==> config.mk <==
export PLATFORM = sky130hd
export DESIGN_NAME = linked_list_node_pool_flat
export DESIGN_NICKNAME = d
export VERILOG_FILES = /design/src/rtl/core/llnp_pkg.sv /design/src/rtl/core/llnp_if.sv /design/src/rtl/core/llnp_node_ram.sv /design/src/rtl/core/llnp_seq.sv /design/src/rtl/core/linked_list_node_pool.sv /design/src/flat_wrapper.sv
export SDC_FILE = /design/constraint.sdc
export NUM_CORES = 1
export LEC_CHECK = 0
export CAP_MARGIN = 15
export CORE_ASPECT_RATIO = 1.5
export CORE_MARGIN = 2
export CORE_UTILIZATION = 50
export CTS_BUF_LIST = sky130_fd_sc_hd__clkbuf_2 sky130_fd_sc_hd__clkbuf_4 sky130_fd_sc_hd__clkbuf_8
export DETAILED_ROUTE_END_ITERATION = 7
export DONT_BUFFER_PORTS = 1
export PLACE_DENSITY = 0.76
export SLEW_MARGIN = 20
export SYNTH_ARGS = -nofsm -noshare
export SYNTH_HDL_FRONTEND = slang
export SYNTH_SLANG_ARGS = --single-unit
==> constraint.sdc <==
create_clock -name clk -period 5.7 [get_ports clk]
set_clock_uncertainty 0.1 [all_clocks]
set_input_delay 0.285 -clock clk [delete_from_list [all_inputs] [get_ports clk]]
set_output_delay 0.285 -clock clk [all_outputs]
set_load 0.05 [all_outputs]
==> src/rtl/core/llnp_pkg.sv <==
// llnp_pkg: shared constants, operation and status codes, memory write-enable struct
// for the linked list node pool. no dependencies; used by every other file of the block.

package llnp_pkg;

  // parameter defaults
  localparam int POOL_DEPTH_DEF = 16;
  localparam int DATA_WIDTH_DEF = 32;

  // fixed port field widths
  localparam int MODE_W      = 3;
  localparam int PORT_IDX_W  = 4;
  localparam int PORT_VAL_W  = 32;
  localparam int STATUS_W    = 2;
  localparam int PORT_CNT_W  = 5;

  // operation codes; the unused codes act as a read
  localparam logic [MODE_W-1:0] MODE_PUSH_FRONT = 3'd0;
  localparam logic [MODE_W-1:0] MODE_PUSH_BACK  = 3'd1;
  localparam logic [MODE_W-1:0] MODE_INS_BEFORE = 3'd2;
  localparam logic [MODE_W-1:0] MODE_INS_AFTER  = 3'd3;
  localparam logic [MODE_W-1:0] MODE_READ       = 3'd4;

  // result status codes
  localparam logic [STATUS_W-1:0] STAT_OK      = 2'd0;
  localparam logic [STATUS_W-1:0] STAT_FULL    = 2'd1;
  localparam logic [STATUS_W-1:0] STAT_NO_NODE = 2'd2;

  // per-field write enables of the node memory
  typedef struct packed {
    logic dat;
    logic nxt;
    logic prv;
  } ram_we_t;

endpackage

==> src/rtl/core/llnp_if.sv <==
// llnp_if: valid/ready channel interfaces for request and result words.
// depends on llnp_pkg for field widths.

interface llnp_in_if;
  logic                                   valid;
  logic                                   ready;
  logic        [llnp_pkg::MODE_W-1:0]     mode;
  logic        [llnp_pkg::PORT_IDX_W-1:0] target;
  logic signed [llnp_pkg::PORT_VAL_W-1:0] value;

  modport source (output valid, mode, target, value, input ready);
  modport sink   (input valid, mode, target, value, output ready);
endinterface

interface llnp_out_if;
  logic                                   valid;
  logic                                   ready;
  logic        [llnp_pkg::STATUS_W-1:0]   status;
  logic        [llnp_pkg::PORT_IDX_W-1:0] node;
  logic signed [llnp_pkg::PORT_VAL_W-1:0] node_value;
  logic        [llnp_pkg::PORT_IDX_W-1:0] next_node;
  logic                                   has_next;
  logic        [llnp_pkg::PORT_IDX_W-1:0] prev_node;
  logic                                   has_prev;
  logic        [llnp_pkg::PORT_IDX_W-1:0] first_node;
  logic        [llnp_pkg::PORT_IDX_W-1:0] last_node;
  logic        [llnp_pkg::PORT_CNT_W-1:0] node_count;

  modport source (output valid, status, node, node_value, next_node, has_next, prev_node,
                  has_prev, first_node, last_node, node_count, input ready);
  modport sink   (input valid, status, node, node_value, next_node, has_next, prev_node,
                  has_prev, first_node, last_node, node_count, output ready);
endinterface

==> src/rtl/core/llnp_node_ram.sv <==
// llnp_node_ram: node memory, one entry per pool slot holding data, next link and prev link.
// one write port with per-field enables, one registered read port. depends on llnp_pkg.

module llnp_node_ram #(
  parameter int POOL_DEPTH = llnp_pkg::POOL_DEPTH_DEF,
  parameter int DATA_WIDTH = llnp_pkg::DATA_WIDTH_DEF,
  localparam int IDX_W = $clog2(POOL_DEPTH),
  localparam int LNK_W = IDX_W + 1
) (
  input  logic                  clk,
  input  logic                  rd_en,
  input  logic [IDX_W-1:0]      rd_addr,
  output logic [DATA_WIDTH-1:0] rd_dat_r,
  output logic [LNK_W-1:0]      rd_nxt_r,
  output logic [LNK_W-1:0]      rd_prv_r,
  input  logic [IDX_W-1:0]      wr_addr,
  input  llnp_pkg::ram_we_t     wr_we,
  input  logic [DATA_WIDTH-1:0] wr_dat,
  input  logic [LNK_W-1:0]      wr_nxt,
  input  logic [LNK_W-1:0]      wr_prv
);

  // link entries are {valid, index}
  logic [DATA_WIDTH-1:0] dat_mem [POOL_DEPTH];
  logic [LNK_W-1:0]      nxt_mem [POOL_DEPTH];
  logic [LNK_W-1:0]      prv_mem [POOL_DEPTH];

  always_ff @(posedge clk) begin
    if (wr_we.dat) begin
      dat_mem[wr_addr] <= wr_dat;
    end
    if (wr_we.nxt) begin
      nxt_mem[wr_addr] <= wr_nxt;
    end
    if (wr_we.prv) begin
      prv_mem[wr_addr] <= wr_prv;
    end
  end

  always_ff @(posedge clk) begin
    if (rd_en) begin
      rd_dat_r <= dat_mem[rd_addr];
      rd_nxt_r <= nxt_mem[rd_addr];
      rd_prv_r <= prv_mem[rd_addr];
    end
  end

endmodule

==> src/rtl/core/llnp_seq.sv <==
// llnp_seq: request sequencer; checks the request, writes the new node, patches neighbors
// and keeps head, tail and count. drives llnp_node_ram; depends on llnp_pkg.

module llnp_seq #(
  parameter int POOL_DEPTH = llnp_pkg::POOL_DEPTH_DEF,
  parameter int DATA_WIDTH = llnp_pkg::DATA_WIDTH_DEF,
  localparam int IDX_W = $clog2(POOL_DEPTH),
  localparam int CNT_W = $clog2(POOL_DEPTH + 1),
  localparam int LNK_W = IDX_W + 1
) (
  input  logic                              clk,
  input  logic                              rst_n,
  // request word
  input  logic                              in_valid,
  output logic                              in_ready,
  input  logic [llnp_pkg::MODE_W-1:0]       in_mode,
  input  logic [llnp_pkg::PORT_IDX_W-1:0]   in_target,
  input  logic [llnp_pkg::PORT_VAL_W-1:0]   in_value,
  // node memory
  output logic                              rd_en,
  output logic [IDX_W-1:0]                  rd_addr,
  input  logic [DATA_WIDTH-1:0]             rd_dat,
  input  logic [LNK_W-1:0]                  rd_nxt,
  input  logic [LNK_W-1:0]                  rd_prv,
  output logic [IDX_W-1:0]                  wr_addr,
  output llnp_pkg::ram_we_t                 wr_we,
  output logic [DATA_WIDTH-1:0]             wr_dat,
  output logic [LNK_W-1:0]                  wr_nxt,
  output logic [LNK_W-1:0]                  wr_prv,
  // result toward the output register
  input  logic                              rsp_free,
  output logic                              rsp_valid,
  output logic [llnp_pkg::STATUS_W-1:0]     rsp_status,
  output logic                              rsp_show,
  output logic [IDX_W-1:0]                  rsp_node,
  output logic [DATA_WIDTH-1:0]             rsp_dat,
  output logic [LNK_W-1:0]                  rsp_nxt,
  output logic [LNK_W-1:0]                  rsp_prv,
  output logic [IDX_W-1:0]                  rsp_head,
  output logic [IDX_W-1:0]                  rsp_tail,
  output logic [CNT_W-1:0]                  rsp_count
);

  localparam int CMP_W = (CNT_W > llnp_pkg::PORT_IDX_W) ? CNT_W : llnp_pkg::PORT_IDX_W;

  typedef enum logic [4:0] {
    S_IDLE   = 5'b00001,
    S_WNEW   = 5'b00010,
    S_PATCH1 = 5'b00100,
    S_PATCH2 = 5'b01000,
    S_RESP   = 5'b10000
  } state_t;

  state_t                          state_r, state_nxt;
  logic [IDX_W-1:0]                head_r, head_nxt;
  logic [IDX_W-1:0]                tail_r, tail_nxt;
  logic [CNT_W-1:0]                count_r;
  logic [llnp_pkg::MODE_W-1:0]     mode_r;
  logic [IDX_W-1:0]                tgt_r;
  logic [DATA_WIDTH-1:0]           val_r;
  logic [llnp_pkg::STATUS_W-1:0]   stat_r, stat_in;
  logic [IDX_W-1:0]                node_r;
  logic                            rd_src_r;
  logic [LNK_W-1:0]                nw_nxt_r, nw_prv_r, new_nxt, new_prv;
  logic [IDX_W-1:0]                pa_r, pb_r, pa_nxt, pb_nxt;
  logic                            pa_prv_r, pa_en_r, pb_en_r;
  logic                            pa_prv_nxt, pa_en_nxt, pb_en_nxt;

  logic                            accept, is_read, is_ins, tgt_bad, cnt_full, count_nz;
  logic [CMP_W+llnp_pkg::PORT_IDX_W-1:0] tgt_wide;
  logic [CMP_W+CNT_W-1:0]          cnt_wide;
  logic [CMP_W-1:0]                tgt_ext, cnt_ext;
  logic [DATA_WIDTH+llnp_pkg::PORT_VAL_W-1:0] val_wide;
  logic [LNK_W-1:0]                node_lnk;

  // request decode
  assign accept   = in_valid && in_ready;
  assign in_ready = (state_r == S_IDLE);
  assign is_read  = !(in_mode inside {llnp_pkg::MODE_PUSH_FRONT, llnp_pkg::MODE_PUSH_BACK,
                                      llnp_pkg::MODE_INS_BEFORE, llnp_pkg::MODE_INS_AFTER});
  assign is_ins   = in_mode inside {llnp_pkg::MODE_INS_BEFORE, llnp_pkg::MODE_INS_AFTER};
  assign tgt_wide = {{CMP_W{1'b0}}, in_target};
  assign cnt_wide = {{CMP_W{1'b0}}, count_r};
  assign tgt_ext  = tgt_wide[CMP_W-1:0];
  assign cnt_ext  = cnt_wide[CMP_W-1:0];
  assign tgt_bad  = (tgt_ext >= cnt_ext);
  assign cnt_full = (count_r == CNT_W'(POOL_DEPTH));
  assign count_nz = (count_r != '0);
  assign val_wide = {{DATA_WIDTH{1'b0}}, in_value};
  assign node_lnk = {1'b1, node_r};

  always_comb begin
    if ((is_read || is_ins) && tgt_bad) begin
      stat_in = llnp_pkg::STAT_NO_NODE;
    end else if (!is_read && cnt_full) begin
      stat_in = llnp_pkg::STAT_FULL;
    end else begin
      stat_in = llnp_pkg::STAT_OK;
    end
  end

  // target entry is read as the request is taken; the data sits in the ram output
  // register until the next request, so it serves both reads and inserts
  assign rd_en   = accept;
  assign rd_addr = tgt_ext[IDX_W-1:0];

  // new node links and neighbor patch plan
  always_comb begin
    new_nxt    = '0;
    new_prv    = '0;
    pa_nxt     = tgt_r;
    pa_prv_nxt = 1'b0;
    pa_en_nxt  = 1'b0;
    pb_nxt     = tgt_r;
    pb_en_nxt  = 1'b0;
    head_nxt   = head_r;
    tail_nxt   = tail_r;
    case (mode_r)
      llnp_pkg::MODE_PUSH_FRONT: begin
        new_nxt    = {count_nz, head_r};
        pa_nxt     = head_r;
        pa_prv_nxt = 1'b1;
        pa_en_nxt  = count_nz;
        head_nxt   = node_r;
        if (!count_nz) begin
          tail_nxt = node_r;
        end
      end
      llnp_pkg::MODE_PUSH_BACK: begin
        new_prv    = {count_nz, tail_r};
        pa_nxt     = tail_r;
        pa_en_nxt  = count_nz;
        tail_nxt   = node_r;
        if (!count_nz) begin
          head_nxt = node_r;
        end
      end
      llnp_pkg::MODE_INS_BEFORE: begin
        new_nxt    = {1'b1, tgt_r};
        new_prv    = rd_prv;
        pa_prv_nxt = 1'b1;
        pa_en_nxt  = 1'b1;
        pb_nxt     = rd_prv[IDX_W-1:0];
        pb_en_nxt  = rd_prv[IDX_W];
        if (!rd_prv[IDX_W]) begin
          head_nxt = node_r;
        end
      end
      llnp_pkg::MODE_INS_AFTER: begin
        new_nxt    = rd_nxt;
        new_prv    = {1'b1, tgt_r};
        pa_en_nxt  = 1'b1;
        pb_nxt     = rd_nxt[IDX_W-1:0];
        pb_en_nxt  = rd_nxt[IDX_W];
        if (!rd_nxt[IDX_W]) begin
          tail_nxt = node_r;
        end
      end
      default: begin
      end
    endcase
  end

  // memory write port
  always_comb begin
    wr_addr = node_r;
    wr_we   = '0;
    wr_dat  = val_r;
    wr_nxt  = node_lnk;
    wr_prv  = node_lnk;
    case (state_r)
      S_WNEW: begin
        wr_we  = '{dat: 1'b1, nxt: 1'b1, prv: 1'b1};
        wr_nxt = new_nxt;
        wr_prv = new_prv;
      end
      S_PATCH1: begin
        wr_addr    = pa_r;
        wr_we.nxt  = pa_en_r && !pa_prv_r;
        wr_we.prv  = pa_en_r && pa_prv_r;
      end
      S_PATCH2: begin
        wr_addr    = pb_r;
        wr_we.nxt  = pa_prv_r;
        wr_we.prv  = !pa_prv_r;
      end
      default: begin
      end
    endcase
  end

  always_comb begin
    state_nxt = state_r;
    case (state_r)
      S_IDLE: begin
        if (accept) begin
          state_nxt = (stat_in == llnp_pkg::STAT_OK && !is_read) ? S_WNEW : S_RESP;
        end
      end
      S_WNEW:   state_nxt = S_PATCH1;
      S_PATCH1: state_nxt = pb_en_r ? S_PATCH2 : S_RESP;
      S_PATCH2: state_nxt = S_RESP;
      S_RESP: begin
        if (rsp_free) begin
          state_nxt = S_IDLE;
        end
      end
      default:  state_nxt = S_IDLE;
    endcase
  end

  always_ff @(posedge clk) begin
    if (!rst_n) begin
      state_r <= S_IDLE;
      head_r  <= '0;
      tail_r  <= '0;
      count_r <= '0;
    end else begin
      state_r <= state_nxt;
      if (state_r == S_WNEW) begin
        head_r  <= head_nxt;
        tail_r  <= tail_nxt;
        count_r <= count_r + CNT_W'(1);
      end
    end
  end

  always_ff @(posedge clk) begin
    if (accept) begin
      mode_r   <= in_mode;
      tgt_r    <= tgt_ext[IDX_W-1:0];
      val_r    <= val_wide[DATA_WIDTH-1:0];
      stat_r   <= stat_in;
      node_r   <= is_read ? tgt_ext[IDX_W-1:0] : count_r[IDX_W-1:0];
      rd_src_r <= is_read;
    end
    if (state_r == S_WNEW) begin
      nw_nxt_r <= new_nxt;
      nw_prv_r <= new_prv;
      pa_r     <= pa_nxt;
      pa_prv_r <= pa_prv_nxt;
      pa_en_r  <= pa_en_nxt;
      pb_r     <= pb_nxt;
      pb_en_r  <= pb_en_nxt;
    end
  end

  // result
  assign rsp_valid  = (state_r == S_RESP) && rsp_free;
  assign rsp_status = stat_r;
  assign rsp_show   = (stat_r == llnp_pkg::STAT_OK);
  assign rsp_node   = node_r;
  assign rsp_dat    = rd_src_r ? rd_dat : val_r;
  assign rsp_nxt    = rd_src_r ? rd_nxt : nw_nxt_r;
  assign rsp_prv    = rd_src_r ? rd_prv : nw_prv_r;
  assign rsp_head   = head_r;
  assign rsp_tail   = tail_r;
  assign rsp_count  = count_r;

  // checks
  a_count_step: assert property (@(posedge clk) disable iff (!rst_n)
    (state_r == S_WNEW) |=> (count_r == $past(count_r) + CNT_W'(1)))
    else $error("count did not step on node write");

  a_count_hold: assert property (@(posedge clk) disable iff (!rst_n)
    (state_r != S_WNEW) |=> $stable(count_r))
    else $error("count changed outside node write");

  a_write_ok: assert property (@(posedge clk) disable iff (!rst_n)
    (state_r == S_WNEW) |-> (stat_r == llnp_pkg::STAT_OK))
    else $error("failed request reached the memory");

  a_patch_addr: assert property (@(posedge clk) disable iff (!rst_n)
    ((state_r == S_PATCH1 || state_r == S_PATCH2) && (wr_we.nxt || wr_we.prv))
      |-> (wr_addr != node_r))
    else $error("neighbor patch hit the new node");

  a_ends_alloc: assert property (@(posedge clk) disable iff (!rst_n)
    (count_r != '0) |-> (CNT_W'(head_r) < count_r && CNT_W'(tail_r) < count_r))
    else $error("head or tail names an unallocated node");

endmodule

==> src/rtl/core/linked_list_node_pool.sv <==
// linked_list_node_pool: top level of the insert-only doubly linked list in a node pool.
// depends on llnp_pkg, llnp_if, llnp_node_ram and llnp_seq.
//
//   channel    role     handshake            word
//   in_chan    sink     valid/ready          mode, target, value
//   out_chan   source   valid/ready          status, node, node_value, links, head, tail, count
//
// a read or a failed request goes straight to the result step; a push writes the new node and
// then patches the old end if there is one; an insert writes the new node, patches the target
// and relinks the neighbor on the far side if there is one. the node memory has one write port,
// so these writes come in turn; the target entry is read in the cycle the request is taken.
// reset clears head, tail, count and the handshake state; node memory stays undefined
// and needs no clearing pass, since only allocated entries are ever reported or linked.
// a result waits in the output register while out_chan.ready is low; the next request
// is still taken and worked, and only its result step holds until the register drains.

module linked_list_node_pool #(
  parameter int POOL_DEPTH = llnp_pkg::POOL_DEPTH_DEF,
  parameter int DATA_WIDTH = llnp_pkg::DATA_WIDTH_DEF
) (
  input  logic       clk,
  input  logic       rst_n,
  llnp_in_if.sink    in_chan,
  llnp_out_if.source out_chan
);

  localparam int IDX_W = $clog2(POOL_DEPTH);
  localparam int CNT_W = $clog2(POOL_DEPTH + 1);
  localparam int LNK_W = IDX_W + 1;
  localparam int PIW   = llnp_pkg::PORT_IDX_W;
  localparam int PVW   = llnp_pkg::PORT_VAL_W;
  localparam int PCW   = llnp_pkg::PORT_CNT_W;

  // memory port wires
  logic                  rd_en;
  logic [IDX_W-1:0]      rd_addr;
  logic [DATA_WIDTH-1:0] rd_dat;
  logic [LNK_W-1:0]      rd_nxt, rd_prv;
  logic [IDX_W-1:0]      wr_addr;
  llnp_pkg::ram_we_t     wr_we;
  logic [DATA_WIDTH-1:0] wr_dat;
  logic [LNK_W-1:0]      wr_nxt, wr_prv;

  // result from the sequencer
  logic                           rsp_free, rsp_valid, rsp_show;
  logic [llnp_pkg::STATUS_W-1:0]  rsp_status;
  logic [IDX_W-1:0]               rsp_node, rsp_head, rsp_tail;
  logic [DATA_WIDTH-1:0]          rsp_dat;
  logic [LNK_W-1:0]               rsp_nxt, rsp_prv;
  logic [CNT_W-1:0]               rsp_count;

  // output register
  logic                           out_valid_r;
  logic [llnp_pkg::STATUS_W-1:0]  out_status_r;
  logic [PIW-1:0]                 out_node_r, out_next_r, out_prev_r, out_first_r, out_last_r;
  logic [PVW-1:0]                 out_value_r;
  logic                           out_has_next_r, out_has_prev_r;
  logic [PCW-1:0]                 out_count_r;

  // port width conversion: zero-extend, then keep the low bits
  function automatic logic [PIW-1:0] idx_out(input logic [IDX_W-1:0] idx);
    logic [IDX_W+PIW-1:0] wide;
    wide = {{PIW{1'b0}}, idx};
    return wide[PIW-1:0];
  endfunction

  function automatic logic [PVW-1:0] dat_out(input logic [DATA_WIDTH-1:0] dat);
    logic [DATA_WIDTH+PVW-1:0] wide;
    wide = {{PVW{1'b0}}, dat};
    return wide[PVW-1:0];
  endfunction

  function automatic logic [PCW-1:0] cnt_out(input logic [CNT_W-1:0] cnt);
    logic [CNT_W+PCW-1:0] wide;
    wide = {{PCW{1'b0}}, cnt};
    return wide[PCW-1:0];
  endfunction

  llnp_node_ram #(
    .POOL_DEPTH (POOL_DEPTH),
    .DATA_WIDTH (DATA_WIDTH)
  ) u_ram (
    .clk      (clk),
    .rd_en    (rd_en),
    .rd_addr  (rd_addr),
    .rd_dat_r (rd_dat),
    .rd_nxt_r (rd_nxt),
    .rd_prv_r (rd_prv),
    .wr_addr  (wr_addr),
    .wr_we    (wr_we),
    .wr_dat   (wr_dat),
    .wr_nxt   (wr_nxt),
    .wr_prv   (wr_prv)
  );

  llnp_seq #(
    .POOL_DEPTH (POOL_DEPTH),
    .DATA_WIDTH (DATA_WIDTH)
  ) u_seq (
    .clk        (clk),
    .rst_n      (rst_n),
    .in_valid   (in_chan.valid),
    .in_ready   (in_chan.ready),
    .in_mode    (in_chan.mode),
    .in_target  (in_chan.target),
    .in_value   (in_chan.value),
    .rd_en      (rd_en),
    .rd_addr    (rd_addr),
    .rd_dat     (rd_dat),
    .rd_nxt     (rd_nxt),
    .rd_prv     (rd_prv),
    .wr_addr    (wr_addr),
    .wr_we      (wr_we),
    .wr_dat     (wr_dat),
    .wr_nxt     (wr_nxt),
    .wr_prv     (wr_prv),
    .rsp_free   (rsp_free),
    .rsp_valid  (rsp_valid),
    .rsp_status (rsp_status),
    .rsp_show   (rsp_show),
    .rsp_node   (rsp_node),
    .rsp_dat    (rsp_dat),
    .rsp_nxt    (rsp_nxt),
    .rsp_prv    (rsp_prv),
    .rsp_head   (rsp_head),
    .rsp_tail   (rsp_tail),
    .rsp_count  (rsp_count)
  );

  // the register can take a new word when empty or when its word leaves this cycle
  assign rsp_free = !out_valid_r || out_chan.ready;

  always_ff @(posedge clk) begin
    if (!rst_n) begin
      out_valid_r <= 1'b0;
    end else if (rsp_valid) begin
      out_valid_r <= 1'b1;
    end else if (out_chan.ready) begin
      out_valid_r <= 1'b0;
    end
  end

  always_ff @(posedge clk) begin
    if (rsp_valid) begin
      out_status_r <= rsp_status;
      // failed requests report zeros for the node fields
      if (rsp_show) begin
        out_node_r     <= idx_out(rsp_node);
        out_value_r    <= dat_out(rsp_dat);
        out_next_r     <= rsp_nxt[IDX_W] ? idx_out(rsp_nxt[IDX_W-1:0]) : '0;
        out_has_next_r <= rsp_nxt[IDX_W];
        out_prev_r     <= rsp_prv[IDX_W] ? idx_out(rsp_prv[IDX_W-1:0]) : '0;
        out_has_prev_r <= rsp_prv[IDX_W];
      end else begin
        out_node_r     <= '0;
        out_value_r    <= '0;
        out_next_r     <= '0;
        out_has_next_r <= 1'b0;
        out_prev_r     <= '0;
        out_has_prev_r <= 1'b0;
      end
      // empty list shows zero ends
      out_first_r <= (rsp_count != '0) ? idx_out(rsp_head) : '0;
      out_last_r  <= (rsp_count != '0) ? idx_out(rsp_tail) : '0;
      out_count_r <= cnt_out(rsp_count);
    end
  end

  assign out_chan.valid      = out_valid_r;
  assign out_chan.status     = out_status_r;
  assign out_chan.node       = out_node_r;
  assign out_chan.node_value = out_value_r;
  assign out_chan.next_node  = out_next_r;
  assign out_chan.has_next   = out_has_next_r;
  assign out_chan.prev_node  = out_prev_r;
  assign out_chan.has_prev   = out_has_prev_r;
  assign out_chan.first_node = out_first_r;
  assign out_chan.last_node  = out_last_r;
  assign out_chan.node_count = out_count_r;

endmodule
==> src/flat_wrapper.sv <==
// flat-port wrapper written by rule: the top's interface ports become plain ports
module linked_list_node_pool_flat 
#(
  parameter int POOL_DEPTH = llnp_pkg::POOL_DEPTH_DEF,
  parameter int DATA_WIDTH = llnp_pkg::DATA_WIDTH_DEF
)
  (clk, rst_n, in_chan_valid, in_chan_mode, in_chan_target, in_chan_value, in_chan_ready, out_chan_valid, out_chan_status, out_chan_node, out_chan_node_value, out_chan_next_node, out_chan_has_next, out_chan_prev_node, out_chan_has_prev, out_chan_first_node, out_chan_last_node, out_chan_node_count, out_chan_ready);
  llnp_in_if in_chan_i ();
  llnp_out_if out_chan_i ();
  input  logic clk;
  input  logic rst_n;
  input wire logic [$bits(in_chan_i.valid)-1:0] in_chan_valid;
  input wire logic [$bits(in_chan_i.mode)-1:0] in_chan_mode;
  input wire logic [$bits(in_chan_i.target)-1:0] in_chan_target;
  input wire logic [$bits(in_chan_i.value)-1:0] in_chan_value;
  output wire logic [$bits(in_chan_i.ready)-1:0] in_chan_ready;
  output wire logic [$bits(out_chan_i.valid)-1:0] out_chan_valid;
  output wire logic [$bits(out_chan_i.status)-1:0] out_chan_status;
  output wire logic [$bits(out_chan_i.node)-1:0] out_chan_node;
  output wire logic [$bits(out_chan_i.node_value)-1:0] out_chan_node_value;
  output wire logic [$bits(out_chan_i.next_node)-1:0] out_chan_next_node;
  output wire logic [$bits(out_chan_i.has_next)-1:0] out_chan_has_next;
  output wire logic [$bits(out_chan_i.prev_node)-1:0] out_chan_prev_node;
  output wire logic [$bits(out_chan_i.has_prev)-1:0] out_chan_has_prev;
  output wire logic [$bits(out_chan_i.first_node)-1:0] out_chan_first_node;
  output wire logic [$bits(out_chan_i.last_node)-1:0] out_chan_last_node;
  output wire logic [$bits(out_chan_i.node_count)-1:0] out_chan_node_count;
  input wire logic [$bits(out_chan_i.ready)-1:0] out_chan_ready;
  assign in_chan_i.valid = in_chan_valid;
  assign in_chan_i.mode = in_chan_mode;
  assign in_chan_i.target = in_chan_target;
  assign in_chan_i.value = in_chan_value;
  assign in_chan_ready = in_chan_i.ready;
  assign out_chan_valid = out_chan_i.valid;
  assign out_chan_status = out_chan_i.status;
  assign out_chan_node = out_chan_i.node;
  assign out_chan_node_value = out_chan_i.node_value;
  assign out_chan_next_node = out_chan_i.next_node;
  assign out_chan_has_next = out_chan_i.has_next;
  assign out_chan_prev_node = out_chan_i.prev_node;
  assign out_chan_has_prev = out_chan_i.has_prev;
  assign out_chan_first_node = out_chan_i.first_node;
  assign out_chan_last_node = out_chan_i.last_node;
  assign out_chan_node_count = out_chan_i.node_count;
  assign out_chan_i.ready = out_chan_ready;
  linked_list_node_pool #(.POOL_DEPTH(POOL_DEPTH), .DATA_WIDTH(DATA_WIDTH)) u_core (.clk(clk), .rst_n(rst_n), .in_chan(in_chan_i), .out_chan(out_chan_i));
endmodule
**Word-level counts from Yosys, hierarchy flattened**

Memories as Yosys holds them, arrays and structs flattened. A register that Yosys moved wholly into a read port is not among the register bits.
Cells that the tools add are included.

- Register bits after elaboration: 147
- Bits in latches: 0
- Bits in writable memories: 672
- ROM bits: 0
- Input bits: 43
- Output and inout bits: 63
- Memories: 3

Memory list:

| name | depth | bits a word | read ports | clocked after memory_dff | write ports | RTL line | text |
|---|---|---|---|---|---|---|---|
| u_core.u_ram.dat_mem | 16 | 32 | 1 | 1 | 1 | llnp_node_ram.sv:24 | `logic [DATA_WIDTH-1:0] dat_mem [POOL_DEPTH];` |
| u_core.u_ram.nxt_mem | 16 | 5 | 1 | 1 | 1 | llnp_node_ram.sv:25 | `logic [LNK_W-1:0] nxt_mem [POOL_DEPTH];` |
| u_core.u_ram.prv_mem | 16 | 5 | 1 | 1 | 1 | llnp_node_ram.sv:26 | `logic [LNK_W-1:0] prv_mem [POOL_DEPTH];` |

- Add/sub/neg operators: 1
- $mul: 0
- Divide/modulo/power cells: 0
- Magnitude comparators: 1
- Equal/unequal tests: 18
- Shift operators: 0
- Mux-type cells: 36
- Bitwise operators: 0
- Reductions and logical operators: 30

Operators by type and width:

| operator | count |
|---|---|
| 5-bit two-way mux | 8 |
| 32-bit two-way mux | 1 |
| 5-bit case mux with 3 select lines | 2 |
| 5-bit case mux with 5 select lines | 1 |
| 4-bit case mux with 2 select lines | 3 |
| 4-bit case mux with 3 select lines | 2 |
| 4-bit two-way mux | 4 |
| 3-bit by 2-bit equality test with 1-bit output, second input constant | 4 |
| 1-bit two-way mux | 11 |
| 5-bit equality test, second input constant | 2 |
| 2-bit inequality test, second input constant | 5 |
| 4-bit AND reduction | 2 |
| 1-bit logical AND | 7 |
| 3-bit by 1-bit equality test with 1-bit output, second input constant | 2 |
| 3-bit zero test | 2 |
| 2-bit case mux with 3 select lines | 1 |
| 2-bit AND reduction | 3 |
| 3-bit nonzero test | 2 |
| 2-bit OR reduction | 3 |
| 5-bit by 1-bit adder with 5-bit output, second input constant | 1 |
| 5-bit by 1-bit equality test with 1-bit output, second input constant | 1 |
| 5-bit by 2-bit equality test with 1-bit output, second input constant | 1 |
| 5-bit by 3-bit equality test with 1-bit output, second input constant | 1 |
| 5-bit by 4-bit equality test with 1-bit output, second input constant | 1 |
| 10 further kinds | 16 |

**Longest topological paths before layout**

- Depth after elaboration: 11
- Mapped depth: 10
- Gate-level depth less buffers: 7

**Cells and area by module**

From an unflattened synthesis, not the netlist that was laid out.

- Cell total of the unflattened synthesis: 1625
- Area, all modules: 33193.1 µm²

Modules (own cells, without submodules):

| module | times used | cells an instance | area an instance (µm²) | sequential area each (µm²) |
|---|---|---|---|---|
| llnp_node_ram | 1 | 1140 | 26649.3 | 21440.6 |
| llnp_seq | 1 | 360 | 4285.4 | 2372.3 |
| linked_list_node_pool | 1 | 125 | 2258.4 | 1851.8 |

**Worst setup path before layout**

No wires, ideal clock.

- Kind: flip-flop to flip-flop
- Start: register u_core.u_seq.state_r[4]
- End: memory u_core.u_ram.dat_mem[11][0] in the netlist's numbering (enable)
- Library setup time: 0.461 ns
- Arrival time: 3.966 ns
- Data required time: 5.139 ns
- Slack: 1.173 ns
- Stages on the path, launching flop included: 8
- Clock period less this slack: 4.527 ns
- Cell sequence: dfxtp_1 buf_6 or3_1 nor3b_1 a222oi_1 or2_1 buf_2 nor3_1

- Cells in the longest elaborated chain, start to end: 4
- Elaborated cells between the ends (all ways): 7

RTL lines:

| what | RTL line | text |
|---|---|---|
| start: declaration | llnp_seq.sv:54 | `state_t state_r, state_nxt;` |
| start signal: assignment | llnp_seq.sv:219 | `state_r <= state_nxt;` |
| 5-bit by 2-bit equality test with 1-bit output | llnp_seq.sv:171 | `case (state_r)` |
| 1-bit two-way mux | llnp_seq.sv:171 |  |
| 1-bit two-way mux | llnp_node_ram.sv:29 | `if (wr_we.dat) begin` |
| 1-bit two-way mux (not written as such) | llnp_node_ram.sv:30 | `dat_mem[wr_addr] <= wr_dat;` |
| end: declaration | llnp_node_ram.sv:24 |  |

Parallel ways exist; a longest one is shown, timed or not.

**Worst setup path after layout**

- Start: register u_core.u_seq.state_r[2]
- End: memory u_core.u_ram.dat_mem[8][22] in the netlist's numbering (enable)

Same word-level chain as after synthesis.

==> flow_metrics.env <==
export IMPL_vias=15200
export IMPL_crit_path_end_kind="flop"
export IMPL_hp_class="input pin to flop"
export IMPL_grt_pass1_wl_microns=101000
export IMPL_yosysWarnings=0
export IMPL_final_layout_size_suffix_gt1_share_pct=26.9
export IMPL_path_class="flop to flop"
export IMPL_ys_top_cells_by_count="842 x edfxtp_1, 210 x mux4_2, 83 x nor2_1"
export IMPL_cts_resized=0
export IMPL_p_per_area_nw_per_um2=335
export IMPL_path_max_fanout=15
export IMPL_hold_ws_ns=0.0700
export IMPL_syn_inst=1532
export IMPL_required_ns=5.99
export IMPL_cts_tree="built"
export IMPL_syn_nets=1581
export IMPL_syn_area_per_cell_sq_um=21.6
export IMPL_synth_most_common_cell="edfxtp_1"
export IMPL_dr_pass1_iters=5
export IMPL_area_delta_synth_final_pct=11.8
export IMPL_arrival_ns=3.79
export IMPL_critPathLaunchType="flop"
export IMPL_drc=0
export IMPL_nets=1698
export IMPL_drtIter0Drc=1588
export IMPL_yosysTopAreaCellShare_pct=76.5
export IMPL_yosysTopAreaCell="edfxtp_1"
export IMPL_antenna_left=0
export IMPL_die_area_sq_um=68200
export IMPL_dp_hpwl_microns=38500
export IMPL_grtUsageTotal_pct=20.0
export IMPL_yosysSeqAreaShare_pct=77.6
export IMPL_worstMarginPinSlew_ns=1.09
export IMPL_ys_top_cells_by_area="edfxtp_1 76%, mux4_2 14%, mux2i_1 1.8%"
export IMPL_wire_per_inst_microns=25.7
export IMPL_r2r_setup_slack_ns=2.20
export IMPL_ir_worst_vdd_mv=0.283
export IMPL_synth_cell_types=47
export IMPL_clk_insertion_delay_late_ns=0.74
export IMPL_period_minus_slack_ns=3.50
export IMPL_cts_buffers=120
export IMPL_ff_latch_area_sq_um=25700
export IMPL_clk_pin_slew_ns=0.07
export IMPL_clock_sinks=861
export IMPL_grt_max_degree=167
export IMPL_fp_dieH_microns=319
export IMPL_grt_pass1_vias=16300
export IMPL_postCtsHoldBufs=48
export IMPL_hold_viol=0
export IMPL_ys_ff_latch=861
export IMPL_fin_tns_setup_ns=0
export IMPL_htree_levels=3
export IMPL_post_cts_buffers=0
export IMPL_io_pins=106
export IMPL_wl_microns=67400
export IMPL_multi_input_area_sq_um=7110
export IMPL_leakage_uw=0.0118
export IMPL_async_reset_ff_share_pct=0
export IMPL_core_area_sq_um=65500
export IMPL_finalSetupViolCount=0
export IMPL_rsz0062_at_grt="no"
export IMPL_max_slew_margin_pct=27.4
export IMPL_dpl_instance_area_sq_um=34100
export IMPL_max_freq_mhz=286
export IMPL_antenna_found_initial=3
export IMPL_slew_violations=0
export IMPL_period_share_pct=61.4
export IMPL_fin_area_sq_um=37000
export IMPL_synth_edf_count=842
export IMPL_die_x_microns=214
export IMPL_row_count=115
export IMPL_fill_cells=4632
export IMPL_cts_root_buf="clkbuf_8"
export IMPL_run_status="complete, no violations"
export IMPL_clk_path_buf_depth=3
export IMPL_viasPerCell=5.80
export IMPL_grt_ovfl_total=0
export IMPL_start_util_pct=50.5
export IMPL_routabilityCongestion=0.884
export IMPL_cap_violations=0
export IMPL_syn_area_sq_um=33100
export IMPL_port_buffers=0
export IMPL_ys_flop_type="edfxtp_1"
metrics by stage:
stage / total power, uW / worst slack [ns] / cells / util (%)
2_1_floorplan: 7770 / 1.17 / 1532 / -
3_3_place_gp: 7870 / 2.35 / 2356 / 52.1
3_5_place_dp: 7900 / 2.21 / 2356 / 52.1
4_1_cts: 12500 / 2.17 / 2625 / 56.5
5_1_grt: 12800 / 2.04 / 2626 / 56.5
6_report: 12400 / 2.20 / 2626 / 56.5
placed cells by master, fill, tap and decap left out, types with 4 or more instances in the layout:
cell | Yosys | final
dfxtp_1 | 19 | 19
nor2_1 | 83 | 82
nand3_1 | 6 | 6
clkinv_2 | 0 | 25
nor2b_1 | 13 | 13
buf_4 | 0 | 29
nand3b_1 | 9 | 9
edfxtp_1 | 842 | 842
ha_1 | 6 | 6
nor3_2 | 1 | 17
nand2_1 | 48 | 48
a21oi_1 | 13 | 13
a21bo_2 | 7 | 7
mux2i_1 | 60 | 60
nor3_1 | 22 | 6
and2_1 | 8 | 7
clkinv_1 | 0 | 32
clkbuf_8 | 0 | 120
a21boi_0 | 4 | 4
and2b_1 | 4 | 4
or2_2 | 4 | 4
clkinvlp_4 | 0 | 8
mux2_2 | 5 | 5
mux4_2 | 210 | 210
clkbuf_4 | 0 | 30
inv_1 | 12 | 12
o21ai_0 | 24 | 21
nand2b_1 | 6 | 6
dlygate4sd3_1 | 0 | 45
nor3b_1 | 7 | 7
path summary, 6_finish.rpt:
check,end,depth (start not counted),start
min reg2reg,u_core.out_chan.status[0]$_DFFE_PP_,0,u_core.u_seq.rsp_status[0]$_DFFE_PP_
max reg2reg,u_core.u_ram.dat_mem[8][22]$_DFFE_PP_,7,u_core.u_seq.state_r[2]$_SDFFE_PN0P_
min,u_core.u_ram.rd_prv_r[0]$_DFFE_PP_,2,in_chan_target[0]
max,u_core.u_ram.dat_mem[8][22]$_DFFE_PP_,7,u_core.u_seq.state_r[2]$_SDFFE_PN0P_
cells by family (layout without fill, tap and decap cells):
logic type,count (synthesis),count (layout),synth area share (%)
flops,861,861,77.6
mux,275,275,16.3
simple gates,228,228,3.37
buf+inv,94,310,1.15
compound gates,63,63,1.21
fa+ha+maj,6,6,0.227
xor+xnor,5,5,0.132
other cells,0,1,0
power breakdown:
part           total [uW]  internal, uW  switching, uW
Clock                4560          2310           2240
Sequential           7290          7120            170
Combinational         550           253            297
sequential cells by signal, indices dropped and copies added (netlist names), 5 cells and up:
signal,cells
u_core.out_chan.node_count,5
u_core.out_chan.node_value,32
u_core.u_ram.dat_mem,512
u_core.u_ram.nxt_mem,80
u_core.u_ram.prv_mem,80
u_core.u_ram.rd_dat_r,32
u_core.u_ram.rd_nxt_r,5
u_core.u_ram.rd_prv_r,5
u_core.u_seq.nw_nxt_r,5
u_core.u_seq.nw_prv_r,5
u_core.u_seq.rsp_count,5
u_core.u_seq.state_r,5
u_core.u_seq.wr_dat,32
worst max-delay path, stage by stage (launching register included):
cell and delay, ns:
dfxtp_1 0.59, xor2_1 0.32, nand2_1 0.11, a222oi_1 0.33, buf_4 0.22, nand2_1 0.22
nor3_2 0.83, buf_4 0.41
final cells by class:
| cell class | count | share of cell area (%) |
|---|---|---|
| repair buffers | 77 | 2.03 |
| diodes | 1 | 0.00677 |
| well taps | 877 | 2.97 |
| flip-flops and latches | 861 | 69.4 |
| clock inverters | 71 | 1.16 |
| inverters | 12 | 0.122 |
| clock buffers | 150 | 5.08 |
| multi-input cells | 577 | 19.2 |
metal layers:
layer	vias up	part of all wire [%]	track usage (%)	routed length [microns]
li1	6557	-	-	-
met1	7919	36	23.7	24400
met2	609	54	35.5	36100
met3	154	5.9	3.26	3980
met4	2	4.2	9.79	2840
met5	-	0.019	0	13
No activity file was read; power rests on OpenSTA's default activity.
